### src/hw/rtl/hbc_pkg.sv
// ----------------------------------------------------------------------------
// hbc_pkg: shared types and codes for the hashed block cache tag store
// Command codes, status codes and the controller/datapath command structs.
// ----------------------------------------------------------------------------
package hbc_pkg;

	localparam logic [1:0] CMD_GET     = 2'd0;
	localparam logic [1:0] CMD_RELEASE = 2'd1;
	localparam logic [1:0] CMD_PIN     = 2'd2;
	localparam logic [1:0] CMD_UNPIN   = 2'd3;

	localparam logic [1:0] ST_OK      = 2'd0;
	localparam logic [1:0] ST_NO_FREE = 2'd1;
	localparam logic [1:0] ST_REF_ERR = 2'd2;

	localparam logic [7:0] COUNT_MAX = 8'd255;

	// controller -> datapath
	typedef struct packed {
		logic load;      // latch request, clear scan results
		logic scan_clr;  // clear scan results only
		logic scan;      // evaluate entry at scan pointer
		logic hashrdy;   // fold one more hash step
		logic grant;     // commit a get (hit or allocate)
		logic touch_one; // commit release/pin/unpin
		logic mru_step;  // one step of the recency shift
		logic mru_fin;   // place target at most recent
	} hbc_cmd_t;

	// datapath -> controller
	typedef struct packed {
		logic hash_done;
		logic is_get;
		logic have_hit;
		logic have_free;
		logic need_mru;
	} hbc_stat_t;

endpackage

### src/hw/rtl/hbc_ctrl.sv
// ----------------------------------------------------------------------------
// hbc_ctrl: sequencer for hash, tag scan, commit and recency update
// One request at a time; result held in an output register until taken.
// ----------------------------------------------------------------------------
module hbc_ctrl import hbc_pkg::*; #(
	parameter int NUM_BUFFERS = 32
) (
	input  logic      clk,
	input  logic      arst_n,
	input  logic      in_valid,
	output logic      in_ready,
	output logic      out_valid,
	input  logic      out_ready,
	input  hbc_stat_t stat,
	output hbc_cmd_t  ctl,
	output logic [$clog2(NUM_BUFFERS)-1:0] ptr
);
	localparam int IW = $clog2(NUM_BUFFERS);

	typedef enum logic [7:0] {
		S_IDLE = 8'b00000001,
		S_HASH = 8'b00000010,
		S_SCAN = 8'b00000100,
		S_COMM = 8'b00001000,
		S_RHSH = 8'b00010000,
		S_MRU  = 8'b00100000,
		S_MFIN = 8'b01000000,
		S_OUT  = 8'b10000000
	} state_t;

	state_t state_q;
	logic [IW-1:0] ptr_q;
	logic last;
	assign ptr  = ptr_q;
	assign last = (ptr_q == IW'(NUM_BUFFERS - 1));
	assign in_ready  = (state_q == S_IDLE);
	assign out_valid = (state_q == S_OUT);

	always_comb begin
		ctl = '0;
		case (state_q)
			S_IDLE: ctl.load = in_valid;
			S_HASH: ctl.hashrdy = 1'b1;
			S_SCAN: ctl.scan = 1'b1;
			S_COMM: begin
				ctl.grant = stat.is_get;
				ctl.touch_one = !stat.is_get;
			end
			S_RHSH: ctl.hashrdy = 1'b1;
			S_MRU:  ctl.mru_step = 1'b1;
			S_MFIN: ctl.mru_fin = 1'b1;
			default: ctl = '0;
		endcase
	end

	always_ff @(posedge clk or negedge arst_n) begin
		if (!arst_n) begin
			state_q <= S_IDLE;
			ptr_q   <= '0;
		end else begin
			case (state_q)
				S_IDLE: if (in_valid) state_q <= S_HASH;
				S_HASH: if (stat.hash_done) begin
					ptr_q   <= '0;
					state_q <= stat.is_get ? S_SCAN : S_COMM;
				end
				S_SCAN: begin
					ptr_q <= ptr_q + IW'(1);
					if (last) state_q <= S_COMM;
				end
				S_COMM: state_q <= S_RHSH;
				S_RHSH: if (stat.hash_done) begin
					ptr_q   <= '0;
					state_q <= stat.need_mru ? S_MRU : S_OUT;
				end
				S_MRU: begin
					ptr_q <= ptr_q + IW'(1);
					if (last) state_q <= S_MFIN;
				end
				S_MFIN: state_q <= S_OUT;
				S_OUT: if (out_ready) state_q <= S_IDLE;
				default: state_q <= S_IDLE;
			endcase
		end
	end
endmodule

### config.mk
export PLATFORM = sky130hd
export DESIGN_NAME = hbc_ctrl
export DESIGN_NICKNAME = d
export VERILOG_FILES = /design/src/hw/rtl/hbc_pkg.sv /design/src/hw/rtl/hbc_ctrl.sv
export SDC_FILE = /design/constraint.sdc
export NUM_CORES = 1
export LEC_CHECK = 0
export ABC_AREA = 1
export BUFFER_PORTS_ARGS = -buffer_cell sky130_fd_sc_hd__buf_2
export CELL_PAD_IN_SITES_DETAIL_PLACEMENT = 1
export CELL_PAD_IN_SITES_GLOBAL_PLACEMENT = 1
export CORE_MARGIN = 10
export CORE_UTILIZATION = 36
export DETAILED_ROUTE_END_ITERATION = 12
export PLACE_DENSITY = 0.78
export RECOVER_POWER = 100
export SYNTH_ARGS = -nofsm -noshare
export SYNTH_HDL_FRONTEND = slang
export SYNTH_SLANG_ARGS = --single-unit
### constraint.sdc
create_clock -name clk -period 1.6 [get_ports clk]
set_input_delay 0.16 -clock clk [delete_from_list [all_inputs] [get_ports clk]]
set_output_delay 0.16 -clock clk [all_outputs]
set_load 0.03 [all_outputs]
After elaboration in Yosys (flattened, before gate mapping)
Index checks and enable logic that the tools add are counted.
- reduce and logical (&&, ||, !) cells: 6
- add/sub/neg operators: 1
- eq/ne operators: 16
- muxes and demuxes: 17
- operators by type and width (operator ; number):
    $pmux W8 S8 ; 1
    $mux W8 ; 7
    $ne A2 B2 Y1 const B ; 5
    $pmux W5 S2 ; 1
    $eq A8 B1 Y1 const B ; 1
    $eq A8 B2 Y1 const B ; 1
    $eq A8 B3 Y1 const B ; 1
    $eq A8 B4 Y1 const B ; 1
    $eq A8 B5 Y1 const B ; 1
    $eq A8 B6 Y1 const B ; 1
    $eq A8 B7 Y1 const B ; 1
    $eq A8 B8 Y1 const B ; 1
    $reduce_and A6 Y1 ; 1
    $add A5 B1 Y5 const B ; 1
    $eq A5 B5 Y1 const B ; 1
    $mux W1 ; 5
    $mux W5 ; 1
    $mux W4 ; 1
    $ne A2 B1 Y1 const B ; 2
    $reduce_or A2 Y1 ; 2
    $mux W2 ; 1
    $reduce_and A2 Y1 ; 1
    $reduce_bool A2 Y1 ; 1
    $logic_not A1 Y1 ; 1
- output and inout port bits: 15
- input port bits: 9
- register bits: 13

Depth between registers and ports, before layout
- word-level depth: 4
- mapped depth: 11
- depth with buffers taken out: 11

Worst setup path after synthesis
No wires, ideal clock.
- path type: reg2reg
- from: register ptr_q[0], in the netlist ptr[0]
- to: register state_q[5]
- setup time: 117 ps
- path slack: -44 ps
- buffers on the path: 0
- required time: 1483 ps
- arrival: 1527 ps
- cell stages (with the launch flop): 12
- cell sequence: dfrtp_1 > ha_1 > nand2_1 > nor2_1 > ha_1 > inv_1 > nand2_2 > nand2_2 > nor2_4 > nand2_4 > nand2_1 > nand2_1
- word-level cells in the longest chain between the ends: 3
- elaborated cells between the ends (all ways): 4
- classes of those cells: 3 x eq/ne; 1 x reduce/logical
- RTL lines (element ; line ; RTL):
    start: declaration ; hbc_ctrl.sv:32 ; logic [IW-1:0] ptr_q;
    start signal: assignment ; hbc_ctrl.sv:68 ; ptr_q <= ptr_q + IW'(1);
    start signal: assignment ; hbc_ctrl.sv:77 ; ptr_q <= ptr_q + IW'(1);
    $eq A5 B5 Y1 * ; hbc_ctrl.sv:35 ; assign last = (ptr_q == IW'(NUM_BUFFERS - 1));
    $ne A2 B2 Y1 (no line) ; - ;
    $reduce_and A6 Y1 (no line) * ; - ;
    end signal: assignment ; hbc_ctrl.sv:65 ; state_q <= stat.is_get ? S_SCAN : S_COMM;
    end signal: assignment ; hbc_ctrl.sv:74 ; state_q <= stat.need_mru ? S_MRU : S_OUT;
    end: declaration ; hbc_ctrl.sv:31 ; state_t state_q;
Mark *: on every way between the ends. The rest lies on a longest branch, timed or not.
A chain may end at the register's enable or synchronous reset.

==> metrics.csv <==
metric;value;unit
die-area;0.00497;mm²
viasPerCell;4.73;
htreeDepth;1;
cp_cell_sequence;nand2_1 > nor2_2 > nand2_2 > nor2_4 > buf_6;
synth-edff-count;0;
setup_violations;0;
cp.arrival;1.41;ns
leakage;0.656;nW
avgSynthCellArea;7.52;µm²
first_pass_iters;4;
critPathKind;register to primary output;
synth-seq-cells;13;
fillers;308;
layout.cells.non_filler;187;
period_minus_slack;1.57;ns
period_share;0.979;
totalWireLength;2660;µm
slowest_delay;0.58;ns
grt_pass1_vias;956;
synth_common_cells;nand2_1 (24), inv_1 (19), nor2_1 (17);
cp-start-kind;register;
worstPathRequired;1.44;ns
ir_drop;1050;µV
power;0.00216;W
place_congestion;0.745;
synth_top_cell_by_area;dfrtp_1;
yosysSeqAreaShare;0.356;
yosysWarnings;0;
die_h;70.5;µm
synth.most_common_cell;nand2_1;
ys_types;27;
grt_use_total;0.0995;
setup_ws;0.0334;ns
drt_iter0_drc;26;
crit_family;flip-flops;
ioPinCount;24;
syn_nets;133;
maxSlewViolCount;0;
grt_pass1_wl;4160;µm
grt_max_degree;14;
cts_made_buffers;3;
dp_hpwl;2080;µm
clock.fmax;638;MHz
synth_area_leaders;dfrtp_1 (33%), nand2_1 (9.8%), inv_1 (7.8%);
dieWidth;70.5;µm
layout-drive-gt1-share;0.465;
initial_core_util;0.374;
areaGrowthSynthToFinish;38.2;%
hold_violations;0;
root_buffer;clkbuf_4;
vias;885;
ys.flop_type;dfrtp_1;
antenna_found_initial;0;
critPathBufInv;1;
postSynthCellCount;122;
crit_slowest_cell;dfstp_2;
rows;18;
clk-insertion-delay-late;0.27;ns
dp_cells;171;
rsz0062_at_grt;yes;
synth_top_area_share;0.327;
port_buffers;20;
wl_per_cell;14.2;µm
clock_skew;0.00332;ns
cts.sinks;13;
clkTransAtPathRegs;0.08;ns
overflow;0;
drc;0;
seq_area;332;µm²
core;0.00245;mm²
nNetsFinal;169;
hold_class;input port to register;
antenna_cells;0;
clockBufferDepth;2;
synthArstFlopShare;1.00;
multi_input_area;574;µm²
cp-end-kind;primary output;
outcome;finished, final reports clean;
cts_tree;built;
cap_viol_max_count;0;
powerDensity;1710;mW/mm²
synthesis.area;917;µm²
tightest_slew;0.715;ns
critPathMaxFanout;4;
antenna_left;0;
slew_headroom;0.523;
post-place-ws;-0.00310;ns
==> power by group <==
group	internal, W	leakage, nW	switching (W)	total, W
clock network	0.0000965	0.0150	0.000106	0.000202
logic	0.000548	0.474	0.000858	0.00141
registers	0.000445	0.167	0.000112	0.000557
total	0.00109	0.656	0.00108	0.00216
==> state kept, by name (all words and copies together), names as in the netlist <==
signal   cells
ptr          5
state_q      8
==> worst register-to-register path, cell delays in order, from the launching register on <==
cell     delay (ns)
dfrtp_2        0.39
ha_4           0.14
nand2_2        0.06
nor2_2         0.12
ha_2           0.18
inv_2          0.04
nand2_2        0.06
nand2_2        0.07
nor2_4         0.18
nand2_4        0.08
nand2_2        0.05
nand2_1        0.04
==> layer usage <==
| metal | wire [µm] | vias to the layer above | share of wire | global-route usage |
|---|---|---|---|---|
| li1 | - | 441 | - | - |
| met1 | 1020 | 423 | 0.38 | 0.0925 |
| met2 | 1490 | 19 | 0.56 | 0.198 |
| met3 | 136 | 2 | 0.051 | 0.0325 |
| met4 | 9 | 0 | 0.0034 | 0.0263 |
| met5 | 0 | - | 0 | 0 |
==> worst paths after layout <==
path	startpoint	depth (start not counted)	to	slack, ns
max in group asynchronous	arst_n	2	ptr[0]	0.64
worst min-delay path	stat[4]	2	state_q[1]	0.16
worst max-delay path	state_q[0]	5	ctl[7]	0.03
worst min register to register	ptr[4]	2	ptr[4]	0.55
worst max register to register	ptr[1]	11	state_q[5]	0.06
min in group asynchronous	arst_n	2	ptr[2]	0.47
==> placed cells by master, fill, tap and decap left out, types with 3 or more instances in the layout <==
master / n
clkbuf_1: 7
dfrtp_2: 4
nand2_1: 20
inv_2: 4
nor2_1: 13
nor2_2: 3
nand3_1: 10
dfrtp_1: 8
nand2_2: 9
buf_2: 7
buf_4: 15
nand2_4: 4
buf_6: 3
inv_1: 16
clkbuf_4: 3
nor2_4: 11
==> cell type report <==
type / instances / share of cell area
Sequential cell: 13 / 0.262
Timing Repair Buffer: 32 / 0.169
Tap cell: 30 / 0.0296
Inverter: 21 / 0.0661
Clock buffer: 4 / 0.0207
Multi-Input combinational cell: 87 / 0.453
==> kinds of logic (layout without fill, tap and decap cells) <==
group / count (synthesis) / count (layout) / share of synthesized area
flops: 13 / 13 / 0.356
buf+inv: 22 / 57 / 0.0996
simple gates: 77 / 77 / 0.461
other cells: 1 / 1 / 0.00409
xor+xnor: 1 / 1 / 0.00955
fa+ha+maj: 2 / 2 / 0.0273
compound gates: 6 / 6 / 0.0423
==> per-stage QoR <==
step                instance area, µm²   TNS, ns  hold slack, ns   util
detailed placement                1050  -0.00310          0.0716  0.428
floorplan                          920         0          -0.136      -
finish                            1270         0           0.160  0.516
CTS                               1140         0           0.146  0.463
global placement                  1050         0          0.0649  0.428
global route                      1270    -0.127           0.146  0.516
==> repair_timing <==
action | CTS | global route
gates cloned | 0 | 0
hold buffers | 1 | 0
pin swaps | 3 | 15
setup buffers | 2 | 9
endpoints found under the setup margin | 7 | 17
resized for setup | 11 | 26
endpoints found under the hold margin | 12 | 0
Power figures use the tool's default switching activity.
